**config.mk**
```make
export PLATFORM = sky130hd
export DESIGN_NAME = wmalu_queue
export DESIGN_NICKNAME = d
export VERILOG_FILES = /design/src/hw/rtl/wmalu_pkg.sv /design/src/hw/rtl/wmalu_queue.sv
export SDC_FILE = /design/constraint.sdc
export NUM_CORES = 1
export LEC_CHECK = 0
export BUFFER_PORTS_ARGS = -buffer_cell sky130_fd_sc_hd__buf_4
export CAP_MARGIN = 10
export CORE_MARGIN = 1
export CORE_UTILIZATION = 35
export CTS_CLUSTER_DIAMETER = 60
export DETAILED_ROUTE_END_ITERATION = 10
export SLEW_MARGIN = 20
export SYNTH_ARGS = -nofsm -noshare
export SYNTH_HDL_FRONTEND = slang
export SYNTH_SLANG_ARGS = --single-unit
```
**constraint.sdc**
```tcl
create_clock -name clk -period 6.9 [get_ports clk]
set_input_delay 0.345 -clock clk [delete_from_list [all_inputs] [get_ports clk]]
set_output_delay 0.345 -clock clk [all_outputs]
set_load 0.005 [all_outputs]
```
**src/hw/rtl/wmalu_pkg.sv**
```systemverilog
`timescale 1ns / 1ps
// ----------------------------------------------------------------------------
// wmalu_pkg
// shared types and constants of the width masked integer alu
// ----------------------------------------------------------------------------
package wmalu_pkg;

	localparam int MAX_WIDTH = 64;
	localparam int WW        = 7;
	localparam int QDEPTH    = 4;
	localparam int QAW       = $clog2(QDEPTH);

	localparam logic [3:0] OP_ADD = 4'd0;
	localparam logic [3:0] OP_SUB = 4'd1;
	localparam logic [3:0] OP_MUL = 4'd2;
	localparam logic [3:0] OP_DIV = 4'd3;
	localparam logic [3:0] OP_AND = 4'd4;
	localparam logic [3:0] OP_OR  = 4'd5;
	localparam logic [3:0] OP_NOR = 4'd6;
	localparam logic [3:0] OP_XOR = 4'd7;
	localparam logic [3:0] OP_SHL = 4'd8;
	localparam logic [3:0] OP_SHR = 4'd9;
	localparam logic [3:0] OP_ROL = 4'd10;
	localparam logic [3:0] OP_ROR = 4'd11;
	localparam logic [3:0] OP_MOD = 4'd12;
	localparam logic [3:0] OP_NOT = 4'd13;
	localparam logic [3:0] OP_NEG = 4'd14;

	typedef enum logic [2:0] {
		CLS_FAST,
		CLS_MUL,
		CLS_DIV,
		CLS_MOD,
		CLS_ROL,
		CLS_ROR
	} cls_t;

	typedef enum logic [1:0] {
		ST_IDLE,
		ST_MUL,
		ST_DIV,
		ST_FIN
	} state_t;

	typedef struct packed {
		logic [3:0]           op;
		cls_t                 cls;
		logic [WW-1:0]        width;
		logic [MAX_WIDTH-1:0] mask;
		logic [MAX_WIDTH-1:0] a;
		logic [MAX_WIDTH-1:0] b;
	} entry_t;

	typedef struct packed {
		logic full;
		logic head_valid;
	} qstat_t;

endpackage

```
**src/hw/rtl/wmalu_queue.sv**
```systemverilog
`timescale 1ns / 1ps
// ----------------------------------------------------------------------------
// wmalu_queue
// short fifo of classified words between front and back
// ----------------------------------------------------------------------------
module wmalu_queue import wmalu_pkg::*; (
	input  logic   clk,
	input  logic   arst_n,
	input  logic   push,
	input  entry_t push_entry,
	input  logic   pop,
	output entry_t head_entry,
	output qstat_t stat
);

	entry_t         mem_q [QDEPTH];
	logic [QAW-1:0] wr_q;
	logic [QAW-1:0] rd_q;
	logic [QAW:0]   cnt_q;

	always_ff @(posedge clk or negedge arst_n) begin
		if (!arst_n) begin
			wr_q  <= '0;
			rd_q  <= '0;
			cnt_q <= '0;
		end else begin
			if (push) wr_q <= wr_q + 1'b1;
			if (pop)  rd_q <= rd_q + 1'b1;
			cnt_q <= cnt_q + (QAW+1)'(push) - (QAW+1)'(pop);
		end
	end

	always_ff @(posedge clk) begin
		if (push) mem_q[wr_q] <= push_entry;
	end

	assign head_entry      = mem_q[rd_q];
	assign stat.full       = (cnt_q == (QAW+1)'(QDEPTH));
	assign stat.head_valid = (cnt_q != '0);

endmodule

```
---- Yosys cells after proc, flatten, opt, wreduce, memory -nomap -nowiden ----
Memory sizes are Yosys's and may differ from the RTL's.
Cells that the tools add are included.
word-level totals
  bits in registers ....................... 7
  memory bits (writable) .................. 824
  output and inout bits ................... 208
  logic and storage cells ................. 12
  memories kept ........................... 1
cells by class
  add/subtract/negate cells ............... 4
  eq/ne operators ......................... 1
  mux-type cells .......................... 2
  reduce and logical (&&, ||, !) cells .... 1
memories
  memory  words  bits a word  rd ports  clocked after Yosys merged registers in  wr ports  RTL line           source
  mem_q   4      206          1         0                                        1         wmalu_queue.sv:16  entry_t mem_q [QDEPTH];
operators with widths
  kind                 count
  $add 2x1->2 const B  2
  $add 3x1->3          1
  $eq 3x3->1 const B   1
  $reduce_bool 3->1    1
  $sub 3x1->3          1
  $mux 1               2

---- Longest topological paths before layout ----
Gate-level depths: netlist of the first run.
  depth after elaboration ................. 2
  gate-level depth with buffers ........... 7
  depth with buffers taken out ............ 7

---- Least setup slack after synthesis of the first run ----
No wires, ideal clock.
  path type ............................... register to register
  start point ............................. register wr_q[0]
  end point ............................... memory mem_q[0][0] in the netlist's numbering (enable)
  library setup time ...................... 0.591 ns
  arrival ................................. 5.304 ns
  data required time ...................... 6.309 ns
  path slack .............................. 1.005 ns
  stages on the path, launching flop included .. 4
  path buffers ............................ 0
  path through ............................ dfrtp_1 inv_1 ha_1 and2_1
RTL lines
  item                    RTL line           source
  start, declared         wmalu_queue.sv:17  logic [QAW-1:0] wr_q;
  start signal, assigned  wmalu_queue.sv:27  if (push) wr_q <= wr_q + 1'b1;
  end, declared           wmalu_queue.sv:16
Straight into the memory's write port.

==> impl_metrics.ini, run 1 <==
[status]
status = completed

[global_routing]
grt_pass1_wl_um = 94000
grt_max_degree = 126
grt_pass1_vias = 15900
antenna_found_initial = 7
grt_use_total = 0.143
grt_overflow = 0

[die]
core_um2 = 85100
start_util = 0.353
dieWidth_um = 295
die_h_um = 295
dieArea_um2 = 87100
io_pins = 418
row_count = 107

[setup_path]
cp-end-kind = output pin
crit_top_cell = buf_4
slowest_stage = buf_4
cp_cell_sequence = buf_4 -> mux4_2 -> buf_4
required_ns = 6.55
critical_path_class = reg -> out
max_stage_delay_ns = 0.75
worstPathArrival_ns = 2.90
cp_max_fo = 44
startpoint_type = flip-flop

[detailed_routing]
wl_per_cell_um = 20.8
drt_wl_total_um = 62500
postRouteAntennaNets = 0
drc = 0
drt_iter0_markers = 663
vias = 14200
avgViaCountPerCell = 4.71
firstDrtPassIters = 6

[synthesis]
syn_area_per_cell_um2 = 27.1
syn_inst = 1110
yosysSeqAreaShare = 0.828
syn-num-nets = 1327
synth-edff-count = 824
ys_ff_latch = 831
ys.flop_type = edfxtp_1
ys_types = 17
async_flop_share = 0.00842
synth.cell_area_um2 = 30100
synth_warnings = 0

[cts]
cts_root_buffer = clkbuf_16
path_clk_slew_ns = 0.06
htreeDepth = 3
cts_tree = built
insertion_delay_ns = 0.62
clock-sinks = 831
cts-buffers-inserted = 89
clockBufferDepth = 3
cts_resized = 0

[sta]
tightest_slew_ns = 1.21
maxSlewHeadroom = 0.195
post-route-period-util = 0.471
rsz0062_at_grt = no
max_freq_ghz = 0.308
slew_viol_final = 0
tns_ns = 0
clock_skew_ns = 0.0166
hold_viol_final = 0
setup_viol = 0
period_needed_ns = 3.25

[place]
place_area_um2 = 34500
portBuffers = 417
gp_congestion = 0.703
dp_hpwl_um = 35500

[finish]
syn_to_final_growth_pct = 31.3
final_area_um2 = 39500
finalNetCount = 2012
fin_util = 0.464
drive_gt1_frac = 0.410

[run]
maxCapViolCount = 0

[min_path]
min_path_type = in -> async

[pwr]
p_leak_nw = 13.5
power_mw = 16.1
ir_drop_mv = 0.330
powerDensity_nw_per_um2 = 408
==> critical path, delay by kind of cell, from the launching register on <==
| kind | cells | cell delay [ns] |
|---|---|---|
| buffers and inverters | 2 | 0.90 |
| multiplexers | 1 | 0.61 |
| flip-flops | 1 | 0.67 |
==> where the power goes <==
part | leakage, nW | switching (mW) | internal [mW]
Clock | 1.39 | 1.90 | 2.76
Sequential | 7.65 | 0.240 | 6.61
Combinational | 4.41 | 2.20 | 2.44
==> path summary, 6_finish.rpt <==
path,to,startpoint,cells past startpoint,slack [ns]
min in group clk,mem_q[2][155],push_entry[155],2,0.47
max in group asynchronous,rd_q[0],arst_n,2,6.65
min reg2reg,wr_q[0],wr_q[0],1,0.52
max reg2reg,mem_q[1][202],wr_q[1],4,4.32
max,head_entry[125],rd_q[0],3,3.65
min,rd_q[1],arst_n,2,0.09
==> registers in the layout, summed over array words and instances (netlist names) <==
| register | count |
|---|---|
| mem_q | 824 |
| cnt_q | 3 |
| rd_q | 2 |
| wr_q | 2 |
==> cell usage in the layout (no fill, tap or decap) <==
cell / count
and2_4: 4
and3_1: 1
buf_12: 7
buf_4: 424
bufinv_16: 10
clkbuf_1: 15
clkbuf_16: 89
clkinv_1: 22
clkinv_2: 9
clkinv_4: 1
clkinv_8: 3
clkinvlp_4: 3
dfrtp_1: 5
dfrtp_4: 2
diode_2: 2
dlygate4sd3_1: 209
edfxtp_1: 824
fa_1: 1
ha_1: 6
inv_1: 6
inv_16: 2
inv_6: 1
inv_8: 3
mux4_2: 206
nand2_1: 2
o21ai_0: 1
or3_1: 1
xnor2_1: 3
xor2_1: 2
==> per-layer routing <==
layer	vias up	share of wire	GRT usage
met2	400	0.50	0.242
met4	8	0.017	0.0394
li1	6219	-	-
met3	95	0.080	0.0484
met5	-	0.00086	0
met1	7438	0.40	0.175
==> Yosys cell counts, types with 2 or more instances <==
cell | count | area share
ha_1 | 6 | 0.0025
nand2_1 | 2 | 0.00025
clkbuf_1 | 6 | 0.00075
dfrtp_1 | 7 | 0.0058
and2_1 | 4 | 0.00083
inv_1 | 6 | 0.00075
buf_2 | 24 | 0.0040
xnor2_1 | 3 | 0.00087
edfxtp_1 | 824 | 0.82
mux4_2 | 206 | 0.15
xor2_1 | 2 | 0.00058
buf_6 | 15 | 0.0056
==> repair_timing <==
| action | in CTS | in global routing |
|---|---|---|
| hold endpoints to repair | 834 | 0 |
| setup buffers | 0 | 0 |
| endpoints found under the setup margin | 0 | 0 |
| hold buffers | 209 | 0 |
==> stage by stage <==
step	instances	setup WS [ns]	hold slack, ns
3_5_place_dp	2639	4.13	0.177
5_1_grt	3008	3.41	0.0505
4_1_cts	3006	3.50	0.0272
3_3_place_gp	2639	4.12	0.177
2_1_floorplan	1110	1.00	0.0494
6_report	3008	3.65	0.0876
==> area by class of cell <==
| class | instances | area [um^2] |
|---|---|---|
| diodes | 2 | 5.00 |
| flip-flops and latches | 831 | 24900 |
| clock buffers | 104 | 2280 |
| inverters | 6 | 22.5 |
| multi-input cells | 227 | 4840 |
| repair buffers | 640 | 5420 |
| well taps | 1144 | 1430 |
| fillers | 7074 | 45600 |
| clock inverters | 54 | 591 |
==> kinds of logic after synthesis <==
| kind of cell | synth area share |
|---|---|
| AO/OA/AOI/OAI | 0.000166 |
| multiplexers | 0.154 |
| AND/OR/NAND/NOR | 0.00150 |
| buffers and inverters | 0.0114 |
| XOR/XNOR | 0.00146 |
| flip-flops | 0.828 |
| adder cells (fa/ha/maj) | 0.00316 |
No activity file was read; power rests on OpenSTA's default activity.
==> run 2: changes to the inputs <==
clock period = 3.05 ns   (was 6.9 ns; I/O delays follow)
==> run 2 against run 1 <==
Compared with the run above: count of clock-buffer cells in the layout decreased by 2; non-clock buffer count increased by 29; sequential cell count unchanged; critical path depth is the same; hold slack gained 0.18 ns; global-route usage up 0.097 points; die area unchanged; cell count up 1.0%; routed wire length is 1.3% higher.
==> impl_metrics.ini, run 2 (synthesized netlist as in run 1, its figures left out) <==
[sta]
tightest_slew_ns = 0.690
clock_skew_ns = 0.0205
rsz0062_at_grt = no
fin_hold_ws_ns = 0.265
tns_ns = 0
post-route-period-util = 0.882
period_needed_ns = 2.69
setup_viol = 0
max_freq_ghz = 0.372
hold_viol_final = 0
maxSlewHeadroom = 0.540
slew_viol_final = 0

[detailed_routing]
firstDrtPassIters = 4
postRouteAntennaNets = 0
avgViaCountPerCell = 4.67
drc = 0
vias = 14200
wl_per_cell_um = 20.8
drt_iter0_markers = 868
drt_wl_total_um = 63300

[die]
io_pins = 418
start_util = 0.353
die_h_um = 295
core_um2 = 85100
dieWidth_um = 295
row_count = 107
dieArea_um2 = 87100

[setup_path]
reg2regPathDepth = 4
reg2reg_slack_ns = 1.06
cp-end-kind = output pin
cp_max_fo = 24
startpoint_type = flip-flop
r2r_start = wr_q[1]
required_ns = 2.90
worstPathArrival_ns = 2.54
r2r-end = mem_q[1][35]
critical_path_class = reg -> out

[global_routing]
grt_use_total = 0.144
grt_overflow = 0
grt_pass1_wl_um = 94100
antenna_found_initial = 5
grt_max_degree = 86
grt_pass1_vias = 15500

[finish]
reg_top3 = mem_q: 824 flops, cnt_q: 3 flops
mostFrequentLayoutCell = edfxtp_1
largest_reg_flops = 824
final_cell_mix = edfxtp_1, buf_4, dlygate4sd3_1, mux4_2, clkbuf_16
drive_gt1_frac = 0.422
fin_cells = 3039
top_register = mem_q
finalNetCount = 2039
syn_to_final_growth_pct = 32.4

[run]
maxCapViolCount = 0

[min_path]
min-delay-start = push_entry[7]
min_delay_worst_endpoint = mem_q[0][7]
whs_path_depth = 2
min_path_type = in -> reg

[pwr]
p_leak_nw = 13.6
ir_drop_mv = 0.598
powerDensity_nw_per_um2 = 915

[place]
dp_cells = 2667
dp_hpwl_um = 38300
portBuffers = 417
gp_congestion = 0.715

[cts]
clock-sinks = 831
cts_resized = 0
cts-buffers-inserted = 87
path_clk_slew_ns = 0.06
cts-hold-fix-buffers = 210
cts_root_buffer = clkbuf_16
cts_tree = built
clockBufferDepth = 3
htreeDepth = 3
post-cts-setup-buffer-count = 0
insertion_delay_ns = 0.63

[status]
status = completed
-- run 2: cell types whose count changed in the layout (fill, tap and decap cells not counted), moves of 4 or more --
cell and change:
clkinv_1 -4, buf_4 +11, clkinv_2 +9, bufinv_16 -6
buf_12 +17
-- run 2: layer usage --
metal  track usage  wire, um  share of wire  vias to the layer above
li1              -         -              -                     6281
met3        0.0448      4600          0.073                       83
met5             0        27        0.00043                        -
met4        0.0365      1050          0.017                        4
met1         0.183     25600           0.40                     7429
met2         0.241     32000           0.51                      405
-- run 2: stage by stage --
stage          power, mW  cell area [um^2]  utilization  worst slack [ns]
5_1_grt             38.2             39800        0.468             0.198
3_5_place_dp        26.8             35000        0.411             0.941
6_report            36.4             39800        0.468             0.360
4_1_cts             37.1             39800        0.468             0.250
3_3_place_gp        26.7             35000        0.411             0.940
2_1_floorplan       21.3             30100            -             0.540
-- run 2: critical path, cell delays in order (launching register included) --
cell and delay (ns):
dfrtp_4 0.85, buf_12 0.31, mux4_2 0.56, buf_4 0.16
-- run 2: where the power goes --
group | internal, mW | switching [mW]
Combinational | 5.88 | 5.06
Sequential | 14.9 | 0.579
Clock | 5.72 | 4.28
-- run 2: how the worst max path moves through the flow --
stage | from | end | cells after the start
6_report | rd_q[0] | head_entry[62] | 3
4_1_cts | rd_q[0] | head_entry[51] | 3
3_3_place_gp | rd_q[0] | head_entry[105] | 3
3_5_place_dp | rd_q[0] | head_entry[136] | 3
2_1_floorplan | wr_q[0] | mem_q[0][0] | 3
5_1_grt | rd_q[0] | head_entry[51] | 3
-- run 2: cell type report --
class	count	area, um^2
Timing Repair Buffer	669	5850
Antenna cell	4	10.0
Tap cell	1144	1430
Sequential cell	831	24900
Inverter	6	22.5
Clock inverter	56	473
Fill cell	7104	45300
Clock buffer	102	2280
Multi-Input combinational cell	227	4840
