`config.mk`:
```
export PLATFORM = sky130hd
export DESIGN_NAME = wmalu_front
export DESIGN_NICKNAME = d
export VERILOG_FILES = /design/src/hw/rtl/wmalu_pkg.sv /design/src/hw/rtl/wmalu_front.sv
export SDC_FILE = /design/constraint.sdc
export NUM_CORES = 1
export LEC_CHECK = 0
export ABC_AREA = 1
export BUFFER_PORTS_ARGS = -buffer_cell sky130_fd_sc_hd__buf_2
export CAP_MARGIN = 10
export CELL_PAD_IN_SITES_DETAIL_PLACEMENT = 0
export CELL_PAD_IN_SITES_GLOBAL_PLACEMENT = 1
export CORE_AREA = 2 2 136 138
export DETAILED_ROUTE_END_ITERATION = 8
export DIE_AREA = 0 0 138 140
export PLACE_DENSITY_LB_ADDON = 0.1
export SLEW_MARGIN = 20
export SYNTH_ARGS = -nofsm -noshare
export SYNTH_HDL_FRONTEND = slang
export SYNTH_SLANG_ARGS = --single-unit
```
`constraint.sdc`:
```
create_clock -name vclk -period 1.95
set_input_delay 0.195 -clock vclk [all_inputs]
set_output_delay 0.195 -clock vclk [all_outputs]
set_load 0.05 [all_outputs]
```
`src/hw/rtl/wmalu_pkg.sv`:
```
`timescale 1ns / 1ps
// ----------------------------------------------------------------------------
// wmalu_pkg
// shared types and constants of the width masked integer alu
// ----------------------------------------------------------------------------
package wmalu_pkg;

	localparam int MAX_WIDTH = 64;
	localparam int WW        = 7;
	localparam int QDEPTH    = 4;
	localparam int QAW       = $clog2(QDEPTH);

	localparam logic [3:0] OP_ADD = 4'd0;
	localparam logic [3:0] OP_SUB = 4'd1;
	localparam logic [3:0] OP_MUL = 4'd2;
	localparam logic [3:0] OP_DIV = 4'd3;
	localparam logic [3:0] OP_AND = 4'd4;
	localparam logic [3:0] OP_OR  = 4'd5;
	localparam logic [3:0] OP_NOR = 4'd6;
	localparam logic [3:0] OP_XOR = 4'd7;
	localparam logic [3:0] OP_SHL = 4'd8;
	localparam logic [3:0] OP_SHR = 4'd9;
	localparam logic [3:0] OP_ROL = 4'd10;
	localparam logic [3:0] OP_ROR = 4'd11;
	localparam logic [3:0] OP_MOD = 4'd12;
	localparam logic [3:0] OP_NOT = 4'd13;
	localparam logic [3:0] OP_NEG = 4'd14;

	typedef enum logic [2:0] {
		CLS_FAST,
		CLS_MUL,
		CLS_DIV,
		CLS_MOD,
		CLS_ROL,
		CLS_ROR
	} cls_t;

	typedef enum logic [1:0] {
		ST_IDLE,
		ST_MUL,
		ST_DIV,
		ST_FIN
	} state_t;

	typedef struct packed {
		logic [3:0]           op;
		cls_t                 cls;
		logic [WW-1:0]        width;
		logic [MAX_WIDTH-1:0] mask;
		logic [MAX_WIDTH-1:0] a;
		logic [MAX_WIDTH-1:0] b;
	} entry_t;

	typedef struct packed {
		logic full;
		logic head_valid;
	} qstat_t;

endpackage

```
`src/hw/rtl/wmalu_front.sv`:
```
`timescale 1ns / 1ps
// ----------------------------------------------------------------------------
// wmalu_front
// masks operands to the word width and classifies the opcode
// ----------------------------------------------------------------------------
module wmalu_front import wmalu_pkg::*; (
	input  logic [3:0]           opcode,
	input  logic [MAX_WIDTH-1:0] right_operand,
	input  logic [MAX_WIDTH-1:0] left_operand,
	input  logic [WW-1:0]        width_cfg,
	output entry_t               entry
);

	logic [WW-1:0]        eff_w;
	logic [MAX_WIDTH-1:0] mask;

	always_comb begin
		if (width_cfg == '0 || width_cfg > WW'(MAX_WIDTH)) begin
			eff_w = WW'(MAX_WIDTH);
		end else begin
			eff_w = width_cfg;
		end
		mask = ~({MAX_WIDTH{1'b1}} << eff_w);
	end

	always_comb begin
		entry.op    = opcode;
		entry.width = eff_w;
		entry.mask  = mask;
		entry.a     = right_operand & mask;
		entry.b     = left_operand & mask;
		case (opcode)
			OP_MUL:  entry.cls = CLS_MUL;
			OP_DIV:  entry.cls = CLS_DIV;
			OP_MOD:  entry.cls = CLS_MOD;
			OP_ROL:  entry.cls = CLS_ROL;
			OP_ROR:  entry.cls = CLS_ROR;
			default: entry.cls = CLS_FAST;
		endcase
	end

endmodule

```
== After elaboration in Yosys (flattened, before gate mapping) ==
Index checks and enable logic that the tools add are counted.

* Bits in registers: 0
* Bits of input ports: 139

* Shifts and indexed selects: 1
* Mux-type cells: 2
* Equality and inequality tests: 5
* Order comparisons: 1
* Bitwise logic cells: 3
* Reduce and logical (&&, ||, !) cells: 2

{| class="wikitable"
|+ Operators with widths
! operator !! number
|-
| $and 64x64->64 || 2
|-
| $not 64->64 || 1
|-
| $shl 64x7->64 const A || 1
|-
| $pmux 3 s5 || 1
|-
| $eq 4x4->1 const B || 3
|-
| $eq 4x2->1 const B || 2
|-
| $gt 7x7->1 const B || 1
|-
| $logic_not 7->1 || 1
|-
| $mux 7 || 1
|-
| $logic_or 1x1->1 || 1
|}

== Longest topological paths before layout ==
Gate-level depths: netlist of the first run.

* Word-level depth: 6
* Depth in mapped cells: 10

== Worst setup path after synthesis of the first run ==
Ideal clock, no wire load.

* Path type: input to output
* From: in width_cfg[4]
* To: out entry[116] in the netlist's numbering
* Required time: 1.755 ns
* Stages: 7
* Setup slack: -1.164 ns
* Data arrival time: 2.919 ns
* Cells stage by stage: buf_2 -> inv_1 -> nor2_2 -> nand2_1 -> o21ai_1 -> o21ai_1 -> nor2_1

{| class="wikitable"
|+ RTL lines
! item !! line !! source
|-
| start: declaration || wmalu_front.sv:10 || <nowiki>input logic [WW-1:0] width_cfg,</nowiki>
|-
| end: declaration || wmalu_front.sv:11 || <nowiki>output entry_t entry</nowiki>
|}

==> run metrics, run 1 <==
run status finished, final reports clean; fin cells 1,069; Synth Instances about 470; Max Fanout on Critical Path 6; HPWL Detailed 12.8 mm; Yosys top cell by area inv_1; Die Area 19,300 um2; Final Net Count just under 1,000; FFs & Latches 0; chip height 140 um; number of global-route vias before repair 3,940; die width 138 um; # fillers 2,046; endpoints failing hold 0; Syn Nets 610; hold endpoint entry[64]; largest net degree at the start of global routing 15; vias after detailed routing 3,906; WP data arrival 1.65 ns; GRT Overall Usage 13.2%; peak supply drop 0.000157 V; register area share after synthesis 0%; top cells by area, synth inv_1, nor2_1, nand2_1; WL/cell 12.9 um; top cell type's share of synthesized area 37.9%; Worst setup SP type primary input; Final Cycle Share a little over nine tenths; Final setup viols 0; DRC 0; Min-Delay Path Class in2out; cell area after synthesis 1950 um2; DR vias/cell 3.65; Fmax achieved 542 MHz; most numerous cell in the Yosys netlist inv_1; final WL 13.8 mm; Avg Inst Size Synth about 4.1 um2; Max Slew Vio Count 0; global-route wire length before repair about 21 mm; max cap viols 0; worst hold start right_operand[0]; Worst Hold Path Cells 0; GP Congestion 0.785; critical path required time ~1.8 ns; CLK BUF 0; Worst Setup SP width_cfg[6]; share of layout cells above drive strength 1 69.6%; yosys warns 0; element type at the critical path end output port; initial drt markers 52; crit path kind in2out; crit path time final roughly 1.8 ns; Sequential Area 0 um2; RSZ-0062 raised after global routing true; Initial Util a little over a tenth; Pleak 3.35 nW; I/O Pins 345; ANT cells 0; DR pass1 iterations 4; final core utilization 30.3%; # port buffers 340; post-route ant nets 0; top cells by count, synth inv_1, nor2_1, nand2_1; CORE AREA 17,800 um2; global route total overflow 0; initial antenna violation count 0; power per cell area 427 nW/um2; Inst Count DP 1,068; layout overhead on the synthesized area 176%; num rows 49; distinct cell type count after synthesis 22
cells by family after synthesis:
kind of cell | Yosys count | synth area share, %
AOI/OAI and AO/OA | 33 | 9.88
other | 1 | 0.192
buffers and inverters | 217 | 44.1
and+or+nand+nor | 220 | 45.8
routing by layer:
layer	part of all wire [%]	up-vias	track usage [%]
met4	0.38	0	0.806
met1	39	1710	14.9
met5	0	-	0
met3	6.8	6	2.12
met2	54	178	26.8
li1	-	2012	-
where the power goes:
group,switching [mW],leakage [nW],internal [mW]
sequential,0,0,0
clock,0,0,0
combinational,1.69,3.35,0.607
worst max-delay path, stage by stage:
cell and delay (ns):
buf_2 0.16, buf_4 0.17, nor2_4 0.14, buf_4 0.16, nand2_4 0.06, buf_4 0.17
o21ai_4 0.16, inv_2 0.08, nor2_4 0.09, buf_2 0.26
layout by cell type (no fill, tap or decap), drive strengths merged:
cell	count
nand2	64
a21boi	2
inv	193
clkbuf	26
o21ai	24
nand3	17
clkinvlp	10
buf	357
a21oi	7
nor3	3
nand4	8
nor2	128
conb	1
metrics by stage:
stage                     hold WS [ns]  power (mW)  setup WS (ns)  setup TNS [ns]  instance area, um2
after floorplan                  0.453        1.68         -0.152           -4.38                2960
after global placement           0.390        2.28        -0.0957          -0.947                5190
after detailed placement         0.390        2.27        -0.0681          -0.521                5190
after CTS                        0.390        2.29       -0.00800        -0.00800                5230
after global routing             0.390        2.43       -0.00906        -0.00906                5380
final                            0.390        2.30          0.106               0                5380
final cells by class:
type,count,area (um2),area share (%)
inverters,203,802,14.9
multi-input cells,254,2130,39.5
well taps,229,287,5.32
repair buffers,383,2170,40.3
how the worst max path moves through the flow:
stage	to	slack (ns)	cells after the start
6_report	entry[93]	0.11	10
5_1_grt	entry[173]	-0.009	10
4_1_cts	entry[145]	-0.008	8
3_5_place_dp	entry[107]	-0.07	11
3_3_place_gp	entry[107]	-0.1	11
2_1_floorplan	entry[100]	-0.15	9
what timing repair did:
action,CTS,global route
gates resized for setup,10,58
hold endpoints to repair,0,0
hold buffers,0,0
setup endpoints to repair,24,96
buffers inserted,1,0
pin swaps,1,1
gates cloned,0,0
Power figures use the tool's default switching activity.
==> run 2, diff against run 1 <==
--- a/config.mk
+++ b/config.mk
@@ -5,7 +5,6 @@
 export SDC_FILE = /design/constraint.sdc
 export NUM_CORES = 1
 export LEC_CHECK = 0
-export ABC_AREA = 1
 export BUFFER_PORTS_ARGS = -buffer_cell sky130_fd_sc_hd__buf_2
 export CAP_MARGIN = 10
 export CELL_PAD_IN_SITES_DETAIL_PLACEMENT = 0
==> run 2 against run 1 <==
Total power fell by 13%; maximum frequency shrank 3.7%; first-iteration DRC count up 83%; worst setup slack worse by 0.071 ns; critical path depth fell by 4; utilization shrank 2.8 points; non-clock buffer count increased by 28; critical endpoint is now entry[88]; largest cell class unchanged.
==> run metrics, run 2 <==
Fmax achieved 522 MHz (-3.7%); Clock power frac 0% (unchanged); DRC 0 (unchanged); CORE AREA 17,800 um2 (unchanged); final WL 14.7 mm (+6.6%); # port buffers 340 (unchanged); CP top delay family simple AND/OR/NAND/NOR gates; Initial Util 11.7% (+0.75 points); element type at the critical path end output port; Synth Instances 337 (-28%); CLK BUF 0 (unchanged); Final Net Count 847 (-14%); global route total overflow 0 (unchanged); GRT Overall Usage 13.9% (+0.77 points); Max Slew Vio Count 0 (unchanged); internal power 589 uW (-3.0%); power per cell area 410 nW/um2 (-4.1%); # fillers 2,036 (-0.49%); crit-path cells buf_2 > or4_4 > buf_4 > o211ai_4 > and2_4 > buf_2; global-route wire length before repair 22.0 mm (+5.3%); share of layout cells above drive strength 1 71.0% (+1.3 points); WP data arrival 1.72 ns (+0.07 ns); critical path required time 1.75 ns (about the same); P_sw 1.41 mW (-17%); Seq pwr share 0% (unchanged); HPWL Detailed 12.9 mm (+0.26%); Worst setup SP type primary input; Pleak 2.57 nW (-23%); initial antenna violation count 0 (unchanged); Final Cycle Share 98.2% (+3.6 points); most common cell after layout, fill and taps aside buf_2; die width 138 um (unchanged); initial drt markers 95 (+83%); WL/cell 15.7 um (+22%); Min-Delay Path Class in2out; top cells by count, synth a21boi_0, nand2_1, and2_1; run status finished, final reports clean; setup bufs post-CTS 0 (-1); CP bufs+invs 3 (-3); cell area after synthesis 2080 um2 (+6.9%); peak supply drop 0.000143 V (-9.2%); endpoints failing hold 0 (unchanged); Max Fanout on Critical Path 5 (-1); Yosys top cell by area a21boi_0; Crit path top cell by count buf_2; most numerous cell in the Yosys netlist a21boi_0; most frequent cells in the layout buf_2, buf_4, nand2_1; vias after detailed routing 3,867 (-1.0%); # hold bufs at CTS 0 (unchanged); FFs & Latches 0 (unchanged); largest net degree at the start of global routing 34 (+19); Final setup viols 0 (unchanged); top cell type's share of synthesized area 22.7% (-15 points); DR vias/cell 4.14 (+13%); yosys warns 0 (unchanged); combinational share of power 100.0% (about the same); Avg Inst Size Synth 6.19 um2 (+49%); final core utilization 27.5% (-2.8 points); distinct cell type count after synthesis 54 (+150%); ANT cells 0 (unchanged); Syn Nets 476 (-22%); number of global-route vias before repair 3,878 (-1.6%); post-route ant nets 0 (unchanged); chip height 140 um (unchanged); register area share after synthesis 0% (unchanged); Sw Share 70.6% (-3.0 points); layout overhead on the synthesized area 134%; top cells by area, synth a21boi_0, and2_1, nand2_1; Die Area 19,300 um2 (unchanged); num rows 49 (unchanged); CP max-delay cell or4_4; Sequential Area 0 um2 (unchanged); RSZ-0062 raised after global routing true; GP Congestion 0.775 (-1.2%); crit path time final 1.91 ns (+0.0709 ns); DR pass1 iterations 4 (unchanged); max incr delay on CP 0.62 ns (+0.36 ns); crit path kind in2out; total power 2.00 mW (-13%); I/O Pins 345 (unchanged); max cap viols 0 (unchanged)
run 2: cell count changes after synthesis, moves of 7 or more:
cell	change
inv_1	-181
nor2_1	-119
a21boi_0	+61
and2_1	+38
nor2b_1	+25
o21ai_1	-19
clkbuf_1	+15
buf_2	+14
nand2_1	-14
o21ai_0	+14
a221oi_1	+7
nand3_1	-7
nand4_1	-7
run 2: power groups by stage:
| stage | Clock [mW] | Sequential (mW) | Combinational (mW) |
|---|---|---|---|
| floorplan | 0 | 0 | 1.40 |
| global placement | 0 | 0 | 2.00 |
| detailed placement | 0 | 0 | 2.00 |
| CTS | 0 | 0 | 2.01 |
| global route | 0 | 0 | 2.11 |
| finish | 0 | 0 | 2.00 |
run 2: worst paths after layout:
path	to	startpoint	cells past startpoint	slack, ns
max	entry[88]	width_cfg[3]	6	0.04
min	entry[0]	left_operand[0]	0	0.39
run 2: logic make-up after synthesis:
kind of cell           share of synthesized area (%)
AOI/OAI and AO/OA                               47.8
and+or+nand+nor                                 39.0
other                                          0.180
buffers and inverters                           13.0
run 2: layout make-up:
cell class / count / area (um2) / area share [%]
tap: 229 / 287 / 5.87
multi-input combinational: 278 / 2140 / 43.8
timing repair buffer: 411 / 2390 / 49.0
inverter: 17 / 63.8 / 1.31
run 2: through the flow:
stage,setup slack [ns],TNS [ns],instances,area (um2),hold WS [ns]
global placement,0.0226,0,935,4790,0.390
detailed placement,-0.0168,-0.0431,935,4790,0.390
global route,-0.00132,-0.00132,935,4880,0.390
CTS,0.00584,0,935,4800,0.390
finish,0.0351,0,935,4880,0.390
floorplan,-0.467,-11.27,337,2370,0.557
run 2: metal layers:
metal,routed length (um),up-vias,part of all wire [%],global-route usage (%)
met5,0,-,0,0
met2,7850,187,53,27.9
met1,5740,1759,39,16.0
met3,1090,4,7.4,2.84
met4,19,0,0.13,0.161
li1,-,1917,-,-
run 2: timing repair:
| action | CTS | global route |
|---|---|---|
| cloned | 0 | 0 |
| resized for setup | 4 | 28 |
| endpoints found under the hold margin | 0 | 0 |
| endpoints found under the setup margin | 4 | 30 |
| pin swaps | 0 | 4 |
==> run 3, diff against run 2 <==
--- a/config.mk
+++ b/config.mk
@@ -6,7 +6,7 @@
 export NUM_CORES = 1
 export LEC_CHECK = 0
 export BUFFER_PORTS_ARGS = -buffer_cell sky130_fd_sc_hd__buf_2
-export CAP_MARGIN = 10
+export CAP_MARGIN = 40
 export CELL_PAD_IN_SITES_DETAIL_PLACEMENT = 0
 export CELL_PAD_IN_SITES_GLOBAL_PLACEMENT = 1
 export CORE_AREA = 2 2 136 138
==> constraint.sdc (replaced) <==
create_clock -name vclk -period 1.95
set_input_delay 0.0975 -clock vclk [all_inputs]
set_output_delay 0.0975 -clock vclk [all_outputs]
set_load 0.01 [all_outputs]
==> run 3 against run 2 <==
Routed wire length fell by 3.1%; worst setup slack gained 0.13 ns; die area unchanged; hold slack lost 0.20 ns.
==> run metrics, run 3 (synthesis gave the netlist of run 2 again) <==
run status finished, final reports clean; initial drt markers 100 (+5.3%); PostCTS Resize Cnt 0 (-4); Inst Count DP 885 (-5.3%); fin cells 885 (-5.3%); ANT cells 0 (unchanged); global route total overflow 0 (unchanged); endpoints failing hold 0 (unchanged); number of global-route vias before repair 3,460 (-11%); Final Net Count 797 (-5.9%); final core utilization 22.8% (-4.7 points); DRC 0 (unchanged); share of layout cells above drive strength 1 57.6% (-13 points); largest net degree at the start of global routing 58 (+71%); most common cell after layout, fill and taps aside buf_2; Final setup viols 0 (unchanged); setup bufs post-CTS 0 (unchanged); GRT Overall Usage 13.1% (-0.80 points); FFs & Latches 0 (unchanged); peak supply drop 0.0000640 V (-55%); HPWL Detailed 12.4 mm (-3.9%); Final Cycle Share 91.5% (-6.7 points); DR pass1 iterations 4 (unchanged); crit path kind in2out; CLK BUF 0 (unchanged); element type at the critical path end output port; # fillers 2,051 (+0.74%); max cap viols 0 (unchanged); DR vias/cell 4.22 (+2.1%); GP Congestion 0.843 (+8.7%); Die Area 19,300 um2 (unchanged); final WL 14.2 mm (-3.1%); multi-input logic area 1830 um2 (-14%); chip height 140 um (unchanged); Setup WS pre-CTS 0.173 ns (+0.190 ns); crit path time final 1.78 ns (-0.130 ns); Min-Delay Path Class in2out; Sequential Area 0 um2 (unchanged); Max Fanout on Critical Path 14 (+9); Fmax achieved 560 MHz (+7.3%); Worst setup SP type primary input; power per cell area 242 nW/um2 (-41%); critical path required time 1.85 ns (+0.10 ns); RSZ-0062 raised after global routing false; # port buffers 340 (unchanged); worst slew pin tran 0.555 ns; # hold bufs at CTS 0 (unchanged); CORE AREA 17,800 um2 (unchanged); post-route setup TNS 0 ns (unchanged); layout overhead on the synthesized area 94.5%; relative slew slack 62.6%; initial antenna violation count 3 (+3); die width 138 um (unchanged); Pleak 2.15 nW (-16%); most frequent cells in the layout buf_2, a21boi_0, nand2_1; I/O Pins 345 (unchanged); WL/cell 16.1 um (+2.3%); Max Slew Vio Count 0 (unchanged); worst setup margin 0.165 ns (+0.130 ns); vias after detailed routing 3,738 (-3.3%); post-route ant nets 0 (unchanged); Initial Util 11.7% (unchanged); WP data arrival 1.69 ns (-0.03 ns); global-route wire length before repair 20.5 mm (-6.9%); num rows 49 (unchanged)
## run 3: power by group
group          total (mW)  internal (mW)  switching (mW)  leakage (nW)
Clock                   0              0               0             0
Combinational       0.981          0.433           0.548          2.15
Sequential              0              0               0             0
## run 3: critical path, stage by stage
cell,delay [ns]
buf_2,0.18
nor3_2,0.49
buf_4,0.21
nor4_1,0.05
buf_4,0.20
a21boi_0,0.27
buf_2,0.19
## run 3: cell type report
class                      instances  area share (%)
inverter                          17            1.57
multi-input combinational        278            45.2
tap                              229            7.07
timing repair buffer             361            46.2
## run 3: metrics by stage
step | cell area (um2) | total power [mW] | hold slack, ns
2_1_floorplan | 2080 | 0.498 | 0.275
3_3_place_gp | 4060 | 1.01 | 0.195
3_5_place_dp | 4060 | 0.999 | 0.195
4_1_cts | 4060 | 1.00 | 0.195
5_1_grt | 4060 | 1.07 | 0.195
6_report | 4060 | 0.981 | 0.195
## run 3: layer usage
layer / track usage, % / wire, um / vias up
met3: 2.80 / 1090 / 14
li1: - / - / 1824
met4: 0.806 / 90 / 6
met5: 0 / 46 / -
met1: 14.7 / 5490 / 1685
met2: 26.4 / 7530 / 209
## run 3: final timing paths
| check | from | to | depth (start not counted) |
|---|---|---|---|
| min | left_operand[0] | entry[0] | 0 |
| max | width_cfg[2] | entry[65] | 7 |
